--- config.mk ---
export PLATFORM = sky130hd
export DESIGN_NAME = threshold_warning_monitor
export DESIGN_NICKNAME = d
export VERILOG_FILES = /design/src/rtl/twm_pkg.sv /design/src/rtl/threshold_warning_monitor.sv
export SDC_FILE = /design/constraint.sdc
export NUM_CORES = 1
export LEC_CHECK = 0
export ABC_CLOCK_PERIOD_IN_PS = 30600
export BUFFER_PORTS_ARGS = -buffer_cell sky130_fd_sc_hd__buf_2
export CAP_MARGIN = 20
export CORE_ASPECT_RATIO = 1.5
export CORE_MARGIN = 2
export CORE_UTILIZATION = 48
export CTS_CLUSTER_DIAMETER = 120
export DETAILED_ROUTE_END_ITERATION = 8
export PLACE_DENSITY = 0.64
export SYNTH_ARGS = -nofsm -noshare
export SYNTH_HDL_FRONTEND = slang
export SYNTH_SLANG_ARGS = --single-unit
--- constraint.sdc ---
create_clock -name clk -period 30.6 [get_ports clk]
set_input_delay 4.59 -clock clk [delete_from_list [all_inputs] [get_ports clk]]
set_output_delay 4.59 -clock clk [all_outputs]
set_load 0.005 [all_outputs]
--- src/rtl/twm_pkg.sv ---
// Shared constants, types and helpers for the threshold warning monitor.
package twm_pkg;

  localparam int FIELDS_DEF       = 16;
  localparam int MAX_WARNINGS_DEF = 8;

  localparam logic [7:0]  HOLD_RST    = 8'd50;
  localparam logic [15:0] MIN_RPM_RST = 16'd500;
  localparam logic [7:0]  ROTATE_RST  = 8'd5;
  localparam logic [7:0]  LATCH_RST   = 8'd100;
  localparam logic signed [15:0] DIS_LIMIT_RST = -16'sd32768;

  localparam logic [1:0] KIND_NONE = 2'd0;
  localparam logic [1:0] KIND_HIGH = 2'd1;
  localparam logic [1:0] KIND_LOW  = 2'd2;

  typedef enum logic [2:0] {
    REG_STARTUP_HOLD = 3'd0,
    REG_MIN_RPM      = 3'd1,
    REG_ROTATE       = 3'd2,
    REG_LATCH        = 3'd3,
    REG_DIS_LIMIT    = 3'd4
  } cfg_reg_t;

  // list entry: field in bits 3..0, bit 4 set for a low warning
  typedef logic [4:0] entry_t;

  function automatic logic [9:0] dec_scale(input logic [1:0] s);
    logic [9:0] r;
    case (s)
      2'd0:    r = 10'd1;
      2'd1:    r = 10'd10;
      2'd2:    r = 10'd100;
      default: r = 10'd1000;
    endcase
    return r;
  endfunction

endpackage

--- src/rtl/threshold_warning_monitor.sv ---
// Threshold warning monitor: per-field limit checks and end-of-scan warning display state.
//
// Usage: a scan is a run of input words, one per monitored field, with
// last_field set on the closing word. Input and output channels use
// valid/stall; a word moves on a rising edge with valid high and stall low.
// Configuration is a separate valid/ready write port (cfg_index, cfg_data),
// always ready; write it only while the block is idle.
// Each input word is registered, then compared and folded into the scan state
// as it leaves the input register. One output word appears per closing word,
// registered in the output register; other words produce no output.
// Throughput is one input word per cycle while the output is not stalled,
// set by the single compare and update stage between the input register and
// the output register. When the receiver stalls, the output word holds; a
// further closing word then waits in the input register and in_stall rises,
// while non-closing words keep flowing. Reset is synchronous: configuration
// returns to its defaults, the start-up hold-off restarts at 50 scans, all
// scan and display state clears. The start-up hold register is accepted on
// the port but only its reset value governs the hold-off.
module threshold_warning_monitor
  import twm_pkg::*;
#(
  parameter int FIELDS       = FIELDS_DEF,
  parameter int MAX_WARNINGS = MAX_WARNINGS_DEF
) (
  input  logic               clk,
  input  logic               rst,
  input  logic               cfg_valid,
  output logic               cfg_ready,
  input  logic [2:0]         cfg_index,
  input  logic [15:0]        cfg_data,
  input  logic               in_valid,
  output logic               in_stall,
  input  logic [3:0]         field_number,
  input  logic               field_enabled,
  input  logic signed [23:0] raw_value,
  input  logic [1:0]         dec_places,
  input  logic               high_enable,
  input  logic signed [15:0] high_limit,
  input  logic               low_enable,
  input  logic signed [15:0] low_limit,
  input  logic [15:0]        engine_rpm,
  input  logic               config_valid,
  input  logic               last_field,
  output logic               out_valid,
  input  logic               out_stall,
  output logic               warning_on,
  output logic [3:0]         shown_field,
  output logic [1:0]         shown_kind,
  output logic               text_changed,
  output logic [3:0]         warning_count
);

  localparam int CW   = $clog2(MAX_WARNINGS + 1);
  localparam int IDXW = (MAX_WARNINGS > 1) ? $clog2(MAX_WARNINGS) : 1;
  localparam logic [CW-1:0] MAXW = CW'(MAX_WARNINGS);

  // configuration
  logic [15:0]        min_rpm;
  logic [7:0]         rotate_scans;
  logic [7:0]         latch_scans;
  logic signed [15:0] dis_limit;

  assign cfg_ready = 1'b1;

  always_ff @(posedge clk) begin
    if (rst) begin
      min_rpm      <= MIN_RPM_RST;
      rotate_scans <= ROTATE_RST;
      latch_scans  <= LATCH_RST;
      dis_limit    <= DIS_LIMIT_RST;
    end else if (cfg_valid) begin
      unique case (cfg_index)
        REG_STARTUP_HOLD: ;
        REG_MIN_RPM:      min_rpm      <= cfg_data;
        REG_ROTATE:       rotate_scans <= cfg_data[7:0];
        REG_LATCH:        latch_scans  <= cfg_data[7:0];
        REG_DIS_LIMIT:    dis_limit    <= $signed(cfg_data);
        default: ;
      endcase
    end
  end

  // input register
  logic               s_valid;
  logic [3:0]         s_field;
  logic               s_en;
  logic signed [23:0] s_raw;
  logic [1:0]         s_shift;
  logic               s_he;
  logic signed [15:0] s_hl;
  logic               s_le;
  logic signed [15:0] s_ll;
  logic [15:0]        s_rpm;
  logic               s_cv;
  logic               s_last;

  logic res_free, advance, fire, in_acc;

  assign res_free = !out_valid || !out_stall;
  assign advance  = !s_valid || !s_last || res_free;
  assign in_stall = s_valid && !advance;
  assign in_acc   = in_valid && !in_stall;
  assign fire     = s_valid && advance;

  always_ff @(posedge clk) begin
    if (rst) begin
      s_valid <= 1'b0;
    end else if (in_acc) begin
      s_valid <= 1'b1;
    end else if (advance) begin
      s_valid <= 1'b0;
    end
  end

  always_ff @(posedge clk) begin
    if (in_acc) begin
      s_field <= field_number;
      s_en    <= field_enabled;
      s_raw   <= raw_value;
      s_shift <= dec_places;
      s_he    <= high_enable;
      s_hl    <= high_limit;
      s_le    <= low_enable;
      s_ll    <= low_limit;
      s_rpm   <= engine_rpm;
      s_cv    <= config_valid;
      s_last  <= last_field;
    end
  end

  // scan and display state
  logic [7:0]      hold_counter;
  entry_t          scan_list [MAX_WARNINGS];
  entry_t          warn_list [MAX_WARNINGS];
  logic [CW-1:0]   scan_count;
  logic [CW-1:0]   active_count;
  logic [CW-1:0]   latched_count;
  logic [IDXW-1:0] show_index;
  logic [7:0]      rotate_counter;
  logic [7:0]      latch_counter;
  logic            active_flag;
  logic [3:0]      shown_fld;
  logic [1:0]      shown_knd;

  logic [7:0]      hold_counter_next;
  logic [CW-1:0]   scan_count_next;
  logic [CW-1:0]   active_count_next;
  logic [CW-1:0]   latched_count_next;
  logic [IDXW-1:0] show_index_next;
  logic [7:0]      rotate_counter_next;
  logic [7:0]      latch_counter_next;
  logic            active_flag_next;
  logic [3:0]      shown_fld_next;
  logic [1:0]      shown_knd_next;
  logic            changed;
  logic            copy_list;

  // limit compare
  logic signed [26:0] scale_x, raw_x, hi_prod, lo_prod;
  logic               hi_hit, lo_hit, take;
  logic               append;
  entry_t             new_entry;
  entry_t             scan_upd [MAX_WARNINGS];
  logic [CW-1:0]      n;

  assign scale_x = $signed(27'(dec_scale(s_shift)));
  assign raw_x   = 27'(s_raw);
  assign hi_prod = 27'(s_hl) * scale_x;
  assign lo_prod = 27'(s_ll) * scale_x;
  assign hi_hit  = s_he && (s_hl > dis_limit) && (raw_x > hi_prod);
  assign lo_hit  = s_le && (s_rpm >= min_rpm) && (s_ll > dis_limit) && (raw_x < lo_prod);
  assign take    = (scan_count < MAXW) && s_en && (7'(s_field) < 7'(FIELDS));
  assign append  = take && (hi_hit || lo_hit);
  assign new_entry = {!hi_hit, s_field};
  assign n       = append ? scan_count + CW'(1) : scan_count;

  always_comb begin
    for (int i = 0; i < MAX_WARNINGS; i++) begin
      scan_upd[i] = scan_list[i];
    end
    if (append) begin
      scan_upd[scan_count[IDXW-1:0]] = new_entry;
    end
  end

  // end-of-scan update
  always_comb begin
    logic [IDXW-1:0] si;
    logic [7:0]      rc;
    logic [IDXW:0]   si_inc;
    logic            rotated;
    entry_t          e;
    si = show_index;
    rc = rotate_counter;
    si_inc = '0;
    rotated = 1'b0;
    e = '0;
    hold_counter_next   = hold_counter;
    scan_count_next     = n;
    active_count_next   = active_count;
    latched_count_next  = latched_count;
    show_index_next     = show_index;
    rotate_counter_next = rotate_counter;
    latch_counter_next  = latch_counter;
    active_flag_next    = active_flag;
    shown_fld_next      = shown_fld;
    shown_knd_next      = shown_knd;
    changed             = 1'b0;
    copy_list           = 1'b0;
    if (s_last) begin
      scan_count_next = '0;
      if (hold_counter != 8'd0) begin
        hold_counter_next = hold_counter - 8'd1;
        active_flag_next  = 1'b0;
        active_count_next = '0;
      end else if (!s_cv) begin
        active_flag_next  = 1'b0;
        active_count_next = '0;
      end else if (n != '0) begin
        if (n != active_count) begin
          si = '0;
          rc = '0;
        end
        if (CW'(si) >= n) si = '0;
        copy_list = 1'b1;
        active_count_next = n;
        if (n > CW'(1)) begin
          rc = rc + 8'd1;
          if (rc >= rotate_scans) begin
            rc = '0;
            si_inc = (IDXW+1)'(si) + (IDXW+1)'(1);
            si = (CW'(si_inc) >= n) ? '0 : si_inc[IDXW-1:0];
            rotated = 1'b1;
          end
        end
        changed = rotated || !active_flag;
        if (changed) begin
          e = scan_upd[si];
          shown_fld_next = e[3:0];
          shown_knd_next = e[4] ? KIND_LOW : KIND_HIGH;
        end
        show_index_next     = si;
        rotate_counter_next = rc;
        active_flag_next    = 1'b1;
        latched_count_next  = n;
        latch_counter_next  = latch_scans;
      end else if (latch_counter != 8'd0) begin
        latch_counter_next = latch_counter - 8'd1;
        active_count_next  = latched_count;
        if (latched_count > CW'(1)) begin
          if (CW'(si) >= latched_count) si = '0;
          rc = rc + 8'd1;
          if (rc >= rotate_scans) begin
            rc = '0;
            si_inc = (IDXW+1)'(si) + (IDXW+1)'(1);
            si = (CW'(si_inc) >= latched_count) ? '0 : si_inc[IDXW-1:0];
            e = warn_list[si];
            shown_fld_next = e[3:0];
            shown_knd_next = e[4] ? KIND_LOW : KIND_HIGH;
          end
          show_index_next     = si;
          rotate_counter_next = rc;
        end
        active_flag_next = 1'b1;
      end else begin
        active_flag_next    = 1'b0;
        shown_fld_next      = '0;
        shown_knd_next      = KIND_NONE;
        active_count_next   = '0;
        latched_count_next  = '0;
        show_index_next     = '0;
        rotate_counter_next = '0;
      end
    end
  end

  always_ff @(posedge clk) begin
    if (rst) begin
      hold_counter   <= HOLD_RST;
      scan_count     <= '0;
      active_count   <= '0;
      latched_count  <= '0;
      show_index     <= '0;
      rotate_counter <= '0;
      latch_counter  <= '0;
      active_flag    <= 1'b0;
      shown_fld      <= '0;
      shown_knd      <= KIND_NONE;
    end else if (fire) begin
      hold_counter   <= hold_counter_next;
      scan_count     <= scan_count_next;
      active_count   <= active_count_next;
      latched_count  <= latched_count_next;
      show_index     <= show_index_next;
      rotate_counter <= rotate_counter_next;
      latch_counter  <= latch_counter_next;
      active_flag    <= active_flag_next;
      shown_fld      <= shown_fld_next;
      shown_knd      <= shown_knd_next;
    end
  end

  always_ff @(posedge clk) begin
    if (fire && append) begin
      scan_list[scan_count[IDXW-1:0]] <= new_entry;
    end
    if (fire && copy_list) begin
      for (int i = 0; i < MAX_WARNINGS; i++) begin
        warn_list[i] <= scan_upd[i];
      end
    end
  end

  // output register
  logic [7:0] ac_wide;
  assign ac_wide = 8'(active_count_next);

  always_ff @(posedge clk) begin
    if (rst) begin
      out_valid <= 1'b0;
    end else if (fire && s_last) begin
      out_valid <= 1'b1;
    end else if (!out_stall) begin
      out_valid <= 1'b0;
    end
  end

  always_ff @(posedge clk) begin
    if (fire && s_last) begin
      warning_on    <= active_flag_next;
      shown_field   <= shown_fld_next;
      shown_kind    <= shown_knd_next;
      text_changed  <= changed;
      warning_count <= ac_wide[3:0];
    end
  end

endmodule

==> results of run 1 <==
==> stage by stage <==
| stage | utilization | cell area (um2) | total power [uW] | hold WS [ps] | instances |
|---|---|---|---|---|---|
| final | 0.530 | 27900 | 1710 | 453 | 3397 |
| after global routing | 0.530 | 27900 | 1860 | 470 | 3393 |
| after CTS | 0.529 | 27800 | 1720 | 454 | 3390 |
| after detailed placement | 0.509 | 26800 | 1330 | 446 | 3335 |
| after global placement | 0.509 | 26800 | 1300 | 444 | 3335 |
| after floorplan | - | 25500 | 1110 | 435 | 2588 |
==> cell usage after synthesis, types with 45 or more instances <==
| cell type | instances |
|---|---|
| o21ai_0 | 52 |
| mux2_2 | 45 |
| nor3_1 | 48 |
| inv_1 | 454 |
| dfxtp_1 | 96 |
| clkbuf_1 | 55 |
| and2_1 | 99 |
| a21oi_1 | 132 |
| nand2_1 | 191 |
| ha_1 | 287 |
| fa_1 | 248 |
| nor2_1 | 150 |
| edfxtp_1 | 175 |
==> metal layers <==
layer / wire (um) / up-vias
li1: - / 8911
met1: 25000 / 9265
met2: 36200 / 473
met3: 2650 / 194
met4: 3740 / 4
met5: 27 / -
==> where the power goes <==
| group | switching, uW | total, uW | internal, uW | leakage, uW |
|---|---|---|---|---|
| clock network | 154 | 387 | 232 | 0.000514 |
| logic | 523 | 903 | 380 | 0.00994 |
| registers | 13.1 | 416 | 403 | 0.00242 |
| total | 691 | 1710 | 1020 | 0.0129 |
==> worst min path at each step <==
stage,slack [ps],cells past startpoint,from,to
3_5_place_dp,450,2,min_rpm[11],min_rpm[11]
6_report,450,2,min_rpm[11],min_rpm[11]
4_1_cts,450,2,min_rpm[11],min_rpm[11]
3_3_place_gp,440,2,min_rpm[1],min_rpm[1]
2_1_floorplan,440,2,latch_scans[6],latch_scans[6]
5_1_grt,470,2,dis_limit[11],dis_limit[11]
==> registers in the layout, summed over array words and instances, names as in the netlist, 3 cells and up <==
signal and count:
active_count 4, dis_limit 16, hold_counter 8, latch_counter 8, latch_scans 8, latched_count 4
min_rpm 16, rotate_counter 8, rotate_scans 8, s_field 4, s_hl 16, s_ll 16
s_raw 24, s_rpm 16, scan_count 4, scan_list 40, show_index 3, shown_field 4
shown_fld 4, warn_list 40, warning_count 4
==> worst min-delay path, delay by kind of cell, from the launching register on <==
| family | cells | cell delay, ps |
|---|---|---|
| AND/OR/NAND/NOR | 1 | 50 |
| flip-flops | 1 | 310 |
| AO/OA/AOI/OAI | 1 | 50 |
==> cells by family after synthesis <==
logic type,synth area share
AOI/OAI and AO/OA,0.117
adders and majority gates,0.335
and+or+nand+nor,0.132
buffers and inverters,0.0789
DFF,0.281
other,0.000147
muxes,0.0305
xor gates and xnor gates,0.0254
==> area by class of cell <==
class | instances | area (um2)
Sequential cell | 271 | 7180
Timing Repair Buffer | 136 | 733
Inverter | 454 | 1700
Clock buffer | 44 | 878
Antenna cell | 5 | 12.5
Clock inverter | 11 | 169
Multi-Input combinational cell | 1794 | 16300
Tap cell | 682 | 853
Fill cell | 4844 | 24700
==> layout by cell type, fill, tap and decap left out, types with 13 or more instances in the layout <==
cell type,instances
a21o_1,44
o21bai_1,13
xnor2_1,37
fa_1,248
nand4_1,19
ha_1,287
edfxtp_1,175
and2_1,98
xor2_1,37
nor3_1,48
and3_1,28
dfxtp_1,96
a21oi_1,132
nand2_1,191
mux2_2,45
nand2b_1,25
a22oi_1,24
inv_1,454
buf_4,14
nand3_1,38
o21ai_1,13
mux2i_1,22
nor2b_1,35
a211oi_1,25
clkbuf_16,31
nor2_1,148
o21ai_0,52
buf_2,120
==> metrics.cfg, run 1 <==
[synth]
synth-main-ff-cell = edfxtp_1
yosysWarningCount = 0
syn-instance-count = 2588
synth_top_area_cells = edfxtp_1, fa_1, ha_1, dfxtp_1, inv_1
postSynthRegisterBits = 271
syn-cell-area_um2 = 25500
proportion_of_synthesized_chip_area_in_sequential_cells = 0.281
synth_cell_types = 88
synth-edff-count = 175
async_reset_ff_frac = 0
syn_area_per_cell_um2 = 9.86
synth.largest_area_cell = edfxtp_1
synth_nets = 3230
synth.top_cell.area_share = 0.206

[placed_design]
place.gp.congestion = 0.913
portBuffers = 120
dp_hpwl_mm = 54.8
pre_cts_slack_ps = 15470

[grt]
grt_use_met2 = 0.472
grt_antenna_before_repair = 3
grt_start_max_net_pins = 91
overflow = 0
global_route.peak_usage_layer = met2
wire_length_of_the_first_global_routing_pass_mm = 106
gr-usage-met1 = 0.275
track_usage = 0.250
grt.met3_usage = 0.0253
grt_pass1_vias = 19900

[route]
routedWlPerCell_um = 19.9
postRouteWirelength_mm = 67.7
dr_total_vias = 18800
via_per_inst = 5.55
drt_iter0_drc = 1015
ant_nets = 0
detail_route.first_pass.iterations = 5
drc_errors = 0

[sta]
slew_viol_final = 0
min_period_over_period = 0.502
worst_slew_pin_tran_ps = 1050
timing.setup.tns_ps = 0
post-route-worst-setup-slack_ps = 15240
unrepaired_setup_endpoints_after_global_routing = false
setup_failing_eps_final = 0
max_slew_margin = 0.301
final_hold_viol_count = 0
timing.clock.skew_ps = 36.6
max_freq_ghz = 0.0651
min_period_ps = 15360

[setup_path]
cp-endpoint = shown_kind[0]
worst_ep_required_time_ps = 30920
regToRegSetupSlack_ps = 15240
cpLargestDelayFamily = compound AO/OA/AOI/OAI gates
worst-r2r-cell-count = 51
critical_path.endpoint_type = flop
timing.critical_path.slowest_stage_cell = a2bb2oi_2
launch_point_of_the_worst_reg_to_reg_path = s_shift[0]
cp-startpoint = s_shift[0]
crit_top_cell = ha_1
max_stage_delay_ps = 790
crit_type = flop to flop
critical_path_depth = 51
critPathArrivalTime_ps = 15680
cp_max_fo = 72
critPathLaunchType = flop
critPathBufInv = 5
regToRegEndpoint = shown_kind[0]

[die]
floorplan.die.width_um = 192
floorplan.die.height_um = 286
core_region_area_um2 = 52600
initial_core_util = 0.485
rows = 103
design.die.area_um2 = 55100
design.portCount = 122

[layout]
num-nets-final = 3329
areaGrowthSynthToFinish_pct = 9.23
drive_above_1_share = 0.0989

[clock_network]
cts.clk_slew.worst_paths_ps = 60
clock_tree.buffer_depth = 3
clock_latency_ps = 590
post_cts_resize_count = 0
cts.hold.buffers_added = 0
numClockSinks = 271
h-tree-depth = 1
cts_tree = done
cts_root_buf = clkbuf_16
cts_made_buffers = 30
post_cts_buffers = 0

[pwr]
p_leak_uw = 0.0129
peakVddDrop_mv = 0.0628
p_per_area_nw_per_um2 = 61.2

[flow_run]
maxCapViolations = 0

[min_path]
min-delay-path-class = flop to flop

[run_status]
status = finished clean

(Power assumes the default switching activity.)
==> run 2, diff against run 1 <==
--- a/config.mk
+++ b/config.mk
@@ -5,7 +5,7 @@
 export SDC_FILE = /design/constraint.sdc
 export NUM_CORES = 1
 export LEC_CHECK = 0
-export ABC_CLOCK_PERIOD_IN_PS = 30600
+export ABC_CLOCK_PERIOD_IN_PS = 13100
 export BUFFER_PORTS_ARGS = -buffer_cell sky130_fd_sc_hd__buf_2
 export CAP_MARGIN = 20
 export CORE_ASPECT_RATIO = 1.5
@@ -13,7 +13,7 @@
 export CORE_UTILIZATION = 48
 export CTS_CLUSTER_DIAMETER = 120
 export DETAILED_ROUTE_END_ITERATION = 8
-export PLACE_DENSITY = 0.64
+export PLACE_DENSITY = 0.66
 export SYNTH_ARGS = -nofsm -noshare
 export SYNTH_HDL_FRONTEND = slang
 export SYNTH_SLANG_ARGS = --single-unit
==> constraint.sdc (replaced) <==
create_clock -name clk -period 13.1 [get_ports clk]
set_input_delay 1.965 -clock clk [delete_from_list [all_inputs] [get_ports clk]]
set_output_delay 1.965 -clock clk [all_outputs]
set_load 0.005 [all_outputs]
==> metrics.cfg, run 2 (synthesis results as in run 1) <==
[run_status]
status = finished clean  ; unchanged

[grt]
grt_antenna_before_repair = 4  ; was 3
grt_start_max_net_pins = 95  ; was 91
wire_length_of_the_first_global_routing_pass_mm = 106  ; about the same
track_usage = 0.248  ; was 0.250
overflow = 0  ; unchanged
grt_pass1_vias = 20200  ; was 19,900

[sta]
worst_slew_pin_tran_ps = 1160  ; was 1050 ps
setup_failing_eps_final = 0  ; unchanged
slew_viol_final = 0  ; unchanged
final_hold_viol_count = 0  ; unchanged
post-route-worst-setup-slack_ps = 418  ; was 15,240 ps
max_slew_margin = 0.223  ; was 0.301
timing.clock.skew_ps = 28.2  ; was 36.6 ps
min_period_ps = 12680  ; was 15,360 ps
min_period_over_period = 0.968  ; was 0.502
worst_hold_slack_ps = 455  ; was 453 ps
max_freq_ghz = 0.0788  ; was 0.0651 GHz

[route]
routedWlPerCell_um = 19.7  ; was 19.9 um
drt_iter0_drc = 1091  ; was 1,015
postRouteWirelength_mm = 67.8  ; was 67.7 mm
detail_route.first_pass.iterations = 5  ; unchanged
via_per_inst = 5.57  ; was 5.55
drc_errors = 0  ; unchanged
dr_total_vias = 19100  ; was 18,800
ant_nets = 0  ; unchanged

[pwr]
p_seq_frac = 0.242  ; was 0.244
p_per_area_nw_per_um2 = 141  ; was 61.2 nW/um2
peakVddDrop_mv = 0.125  ; was 0.0628 mV
internal_power_uw = 2360  ; was 1020 uW
total_switching_power_uw = 1640  ; was 691 uW
comb_power_share = 0.550  ; was 0.529
switch_share = 0.410  ; was 0.405
power.share.clock = 0.208  ; was 0.227
p_leak_uw = 0.0132  ; was 0.0129 uW

[setup_path]
crit_type = flop to flop  ; unchanged
critical_path.endpoint_type = flop  ; unchanged
cp_max_fo = 8  ; was 72
launch_point_of_the_worst_reg_to_reg_path = s_shift[0]  ; unchanged
max_stage_delay_ps = 560  ; was 790 ps
critPathArrivalTime_ps = 12990  ; was 15,680 ps
critPathLaunchType = flop  ; unchanged
cp-startpoint = s_shift[0]  ; unchanged
timing.critical_path.slowest_stage_cell = or4_4  ; was a2bb2oi_2
worst_ep_required_time_ps = 13410  ; was 30,920 ps

[placed_design]
number_of_placed_cells_counting_well_taps = 3368  ; was 3,335
dp_hpwl_mm = 55.1  ; was 54.8 mm
pre_cts_slack_ps = -176  ; was 15,470 ps
place.gp.congestion = 0.920  ; was 0.913
portBuffers = 120  ; unchanged

[clock_network]
numClockSinks = 271  ; unchanged
h-tree-depth = 1  ; unchanged
cts_root_buf = clkbuf_16  ; unchanged
clock_latency_ps = 570  ; was 590 ps
cts_tree = done  ; unchanged
cts_made_buffers = 29  ; was 30
cts.clk_slew.worst_paths_ps = 70  ; was 60 ps
clock_tree.buffer_depth = 3  ; unchanged

[min_path]
min-delay-path-class = flop to flop  ; unchanged
min-delay-start = dis_limit[13]  ; was min_rpm[11]

[layout]
mostFrequentLayoutCells = inv_1, ha_1, fa_1, nand2_1, edfxtp_1  ; unchanged
num-nets-final = 3377  ; was 3,329
drive_above_1_share = 0.125  ; was 0.0989
layout.cells.most_common = inv_1  ; unchanged
post_layout_nonfiller_instances = 3440  ; was 3,397
areaGrowthSynthToFinish_pct = 11.3  ; was 9.23%

[die]
floorplan.die.width_um = 192  ; unchanged
floorplan.die.height_um = 286  ; unchanged
design.die.area_um2 = 55100  ; unchanged
initial_core_util = 0.485  ; unchanged
rows = 103  ; unchanged
design.portCount = 122  ; unchanged
core_region_area_um2 = 52600  ; unchanged

[flow_run]
maxCapViolations = 0  ; unchanged

run 2: layout make-up:
| cell class | instances | area, um2 |
|---|---|---|
| diodes | 1 | 2.50 |
| clock buffers | 38 | 800 |
| clock inverters | 15 | 151 |
| inverters | 454 | 1700 |
| flip-flops and latches | 271 | 7180 |
| well taps | 682 | 853 |
| fillers | 4699 | 24200 |
| multi-input cells | 1794 | 16500 |
| repair buffers | 185 | 1200 |
run 2: worst max-delay path, delay by kind of cell (launching register included):
kind                     cells  cell delay, ps
AO/OA/AOI/OAI               19            4070
adder cells (fa/ha/maj)     10            3650
AND/OR/NAND/NOR             10            2480
buffers and inverters        9            1010
multiplexers                 2             620
flip-flops                   1             400
XOR/XNOR                     1             160
run 2: per-layer routing:
metal	vias to the layer above	GRT usage	wire, um
met5	-	0	32
met4	6	0.0962	2880
met3	153	0.0306	3000
met2	479	0.489	37500
met1	9528	0.263	24400
li1	8982	-	-
run 2: final timing paths:
path | to | slack, ps | depth (start not counted)
worst min register to register | dis_limit[13] | 450 | 2
worst max-delay path | shown_kind[0] | 420 | 51
worst max register to register | shown_kind[0] | 420 | 51
worst min-delay path | dis_limit[13] | 450 | 2
run 2: metrics by stage:
| step | utilization | setup TNS (ps) | cell area, um2 | total power, uW |
|---|---|---|---|---|
| finish | 0.540 | 0 | 28400 | 4000 |
| detailed placement | 0.515 | -302 | 27100 | 3130 |
| global route | 0.540 | -578 | 28400 | 4350 |
| floorplan | - | 0 | 25500 | 2590 |
| CTS | 0.533 | 0 | 28000 | 3980 |
| global placement | 0.515 | 0 | 27100 | 3050 |
run 2: what timing repair did:
item | in CTS | in global routing
setup endpoints to repair | 9 | 15
gates resized for setup | 6 | 42
pin swaps | 0 | 18
cloned | 0 | 2
hold buffers | 0 | 0
setup buffers | 0 | 15
run 2: power groups by stage:
stage	logic, uW	clock network, uW	registers, uW
finish	2200	830	969
CTS	2170	843	969
global placement	2070	0	987
floorplan	1620	0	973
detailed placement	2140	0	987
global route	2500	875	971
==> run 3, diff against run 2 <==
--- a/config.mk
+++ b/config.mk
@@ -13,7 +13,7 @@
 export CORE_UTILIZATION = 48
 export CTS_CLUSTER_DIAMETER = 120
 export DETAILED_ROUTE_END_ITERATION = 8
-export PLACE_DENSITY = 0.66
+export PLACE_DENSITY = 0.72
 export SYNTH_ARGS = -nofsm -noshare
 export SYNTH_HDL_FRONTEND = slang
 export SYNTH_SLANG_ARGS = --single-unit
==> metrics.cfg, run 3 (synthesis results as in run 1) <==
[sta]
min_period_ps = 12730  ; was 12,680 ps
max_freq_ghz = 0.0786  ; was 0.0788 GHz
final_hold_viol_count = 0  ; unchanged
setup_failing_eps_final = 0  ; unchanged
slew_viol_final = 0  ; unchanged
max_slew_margin = 0.172  ; was 0.223
post-route-worst-setup-slack_ps = 370  ; was 418 ps
min_period_over_period = 0.972  ; was 0.968
worst_slew_pin_tran_ps = 1210  ; was 1160 ps
timing.clock.skew_ps = 17.7  ; was 28.2 ps

[die]
rows = 103  ; unchanged
floorplan.die.height_um = 286  ; unchanged
core_region_area_um2 = 52600  ; unchanged
design.die.area_um2 = 55100  ; unchanged
design.portCount = 122  ; unchanged
floorplan.die.width_um = 192  ; unchanged
initial_core_util = 0.485  ; unchanged

[clock_network]
h-tree-depth = 1  ; unchanged
cts_tree = done  ; unchanged
cts_made_buffers = 29  ; unchanged
numClockSinks = 271  ; unchanged
cts.hold.buffers_added = 0  ; unchanged
cts.clk_slew.worst_paths_ps = 70  ; about the same
cts_root_buf = clkbuf_16  ; unchanged
clock_tree.buffer_depth = 3  ; unchanged
clock_latency_ps = 570  ; about the same

[setup_path]
crit_type = flop to flop  ; unchanged
critPathLaunchType = flop  ; unchanged
timing.critical_path.slowest_stage_cell = fa_1  ; was or4_4
critPathArrivalTime_ps = 13150  ; was 12,990 ps
worst_ep_required_time_ps = 13520  ; was 13,410 ps
critPathBufInv = 7  ; was 9
critical_path.endpoint_type = flop  ; unchanged
cpLargestDelayFamily = compound AO/OA/AOI/OAI gates  ; unchanged
max_stage_delay_ps = 550  ; was 560 ps
cp_max_fo = 6  ; was 8
crit_top_cell = ha_1

[route]
dr_total_vias = 19400  ; was 19,100
detail_route.first_pass.iterations = 5  ; unchanged
ant_nets = 0  ; unchanged
routedWlPerCell_um = 19.5  ; was 19.7 um
postRouteWirelength_mm = 67.3  ; was 67.8 mm
drt_iter0_drc = 1121  ; was 1,091
drc_errors = 0  ; unchanged
via_per_inst = 5.59  ; was 5.57

[layout]
num-nets-final = 3390  ; was 3,377
finish.instance_area_um2 = 28600  ; was 28,400 um2
mostFrequentLayoutCells = inv_1, ha_1, fa_1, nand2_1, edfxtp_1  ; unchanged
storage_element_area_um2 = 7180  ; unchanged
drive_above_1_share = 0.132  ; was 0.125
multi_input_comb_area_um2 = 16600  ; was 16,500 um2
layout.cells.most_common = inv_1  ; unchanged
fill_cells = 4593  ; was 4,699
areaGrowthSynthToFinish_pct = 12.0  ; was 11.3%

[pwr]
p_per_area_nw_per_um2 = 142  ; was 141 nW/um2
p_leak_uw = 0.0133  ; was 0.0132 uW
peakVddDrop_mv = 0.168  ; was 0.125 mV

[grt]
wire_length_of_the_first_global_routing_pass_mm = 106  ; about the same
grt_antenna_before_repair = 5  ; was 4
overflow = 0  ; unchanged
grt_start_max_net_pins = 95  ; unchanged
grt_pass1_vias = 20100  ; was 20,200
track_usage = 0.246  ; was 0.248

[min_path]
min-delay-path-class = flop to flop  ; unchanged

[placed_design]
place.gp.congestion = 0.947  ; was 0.920
post_dp_cell_area_um2 = 27000  ; was 27,100 um2
portBuffers = 120  ; unchanged
dp_hpwl_mm = 54.2  ; was 55.1 mm
pre_cts_slack_ps = -288  ; was -176 ps

[run_status]
status = finished clean  ; unchanged

[flow_run]
maxCapViolations = 0  ; unchanged

==> run 3: layout make-up <==
class	instances	area share
Clock inverter	16	0.00630
Antenna cell	7	0.000613
Inverter	454	0.0596
Tap cell	682	0.0298
Sequential cell	271	0.251
Clock buffer	38	0.0283
Multi-Input combinational cell	1795	0.580
Timing Repair Buffer	197	0.0445
==> run 3: worst paths after layout <==
check / slack [ps] / startpoint / endpoint / depth (start not counted)
hold reg to reg: 460 / dis_limit[5] / dis_limit[5] / 2
hold / removal: 460 / dis_limit[5] / dis_limit[5] / 2
setup / recovery: 370 / s_shift[1] / shown_field[3] / 54
setup reg to reg: 370 / s_shift[1] / shown_field[3] / 54
==> run 3: worst reg2reg max path, delay by kind of cell (launching register included) <==
kind,cells,cell delay (ps)
AO/OA/AOI/OAI,25,5420
buffers and inverters,7,910
flip-flops,1,460
adder cells (fa/ha/maj),10,3320
AND/OR/NAND/NOR,10,1940
multiplexers,2,550
==> run 3: stage by stage <==
stage                     std cells  total power, uW  setup TNS (ps)   util  hold WS (ps)
after CTS                      3423             3990               0  0.534           457
after detailed placement       3367             3130           -2010  0.514           448
after global routing           3457             4420            -803  0.544           475
final                          3460             4070               0  0.544           456
after floorplan                2588             2590               0      -           435
after global placement         3367             3050               0  0.514           444
==> run 3: per-layer routing <==
layer,vias up,track usage,share of wire
met1,9502,0.274,0.37
met5,-,0,0.00022
met3,223,0.0249,0.048
met2,590,0.459,0.53
met4,2,0.125,0.059
li1,9034,-,-
==> run 3: power breakdown <==
group	internal (uW)	total, uW	switching [uW]
combinational	970	2250	1280
sequential	941	970	28.6
clock	497	851	355
total	2410	4070	1660
==> run 3: timing repair <==
action | CTS | global route
gates cloned | 0 | 3
setup endpoints to repair | 11 | 13
pin swaps | 0 | 29
endpoints found under the hold margin | 0 | 0
gates resized for setup | 4 | 53
buffers inserted | 2 | 25
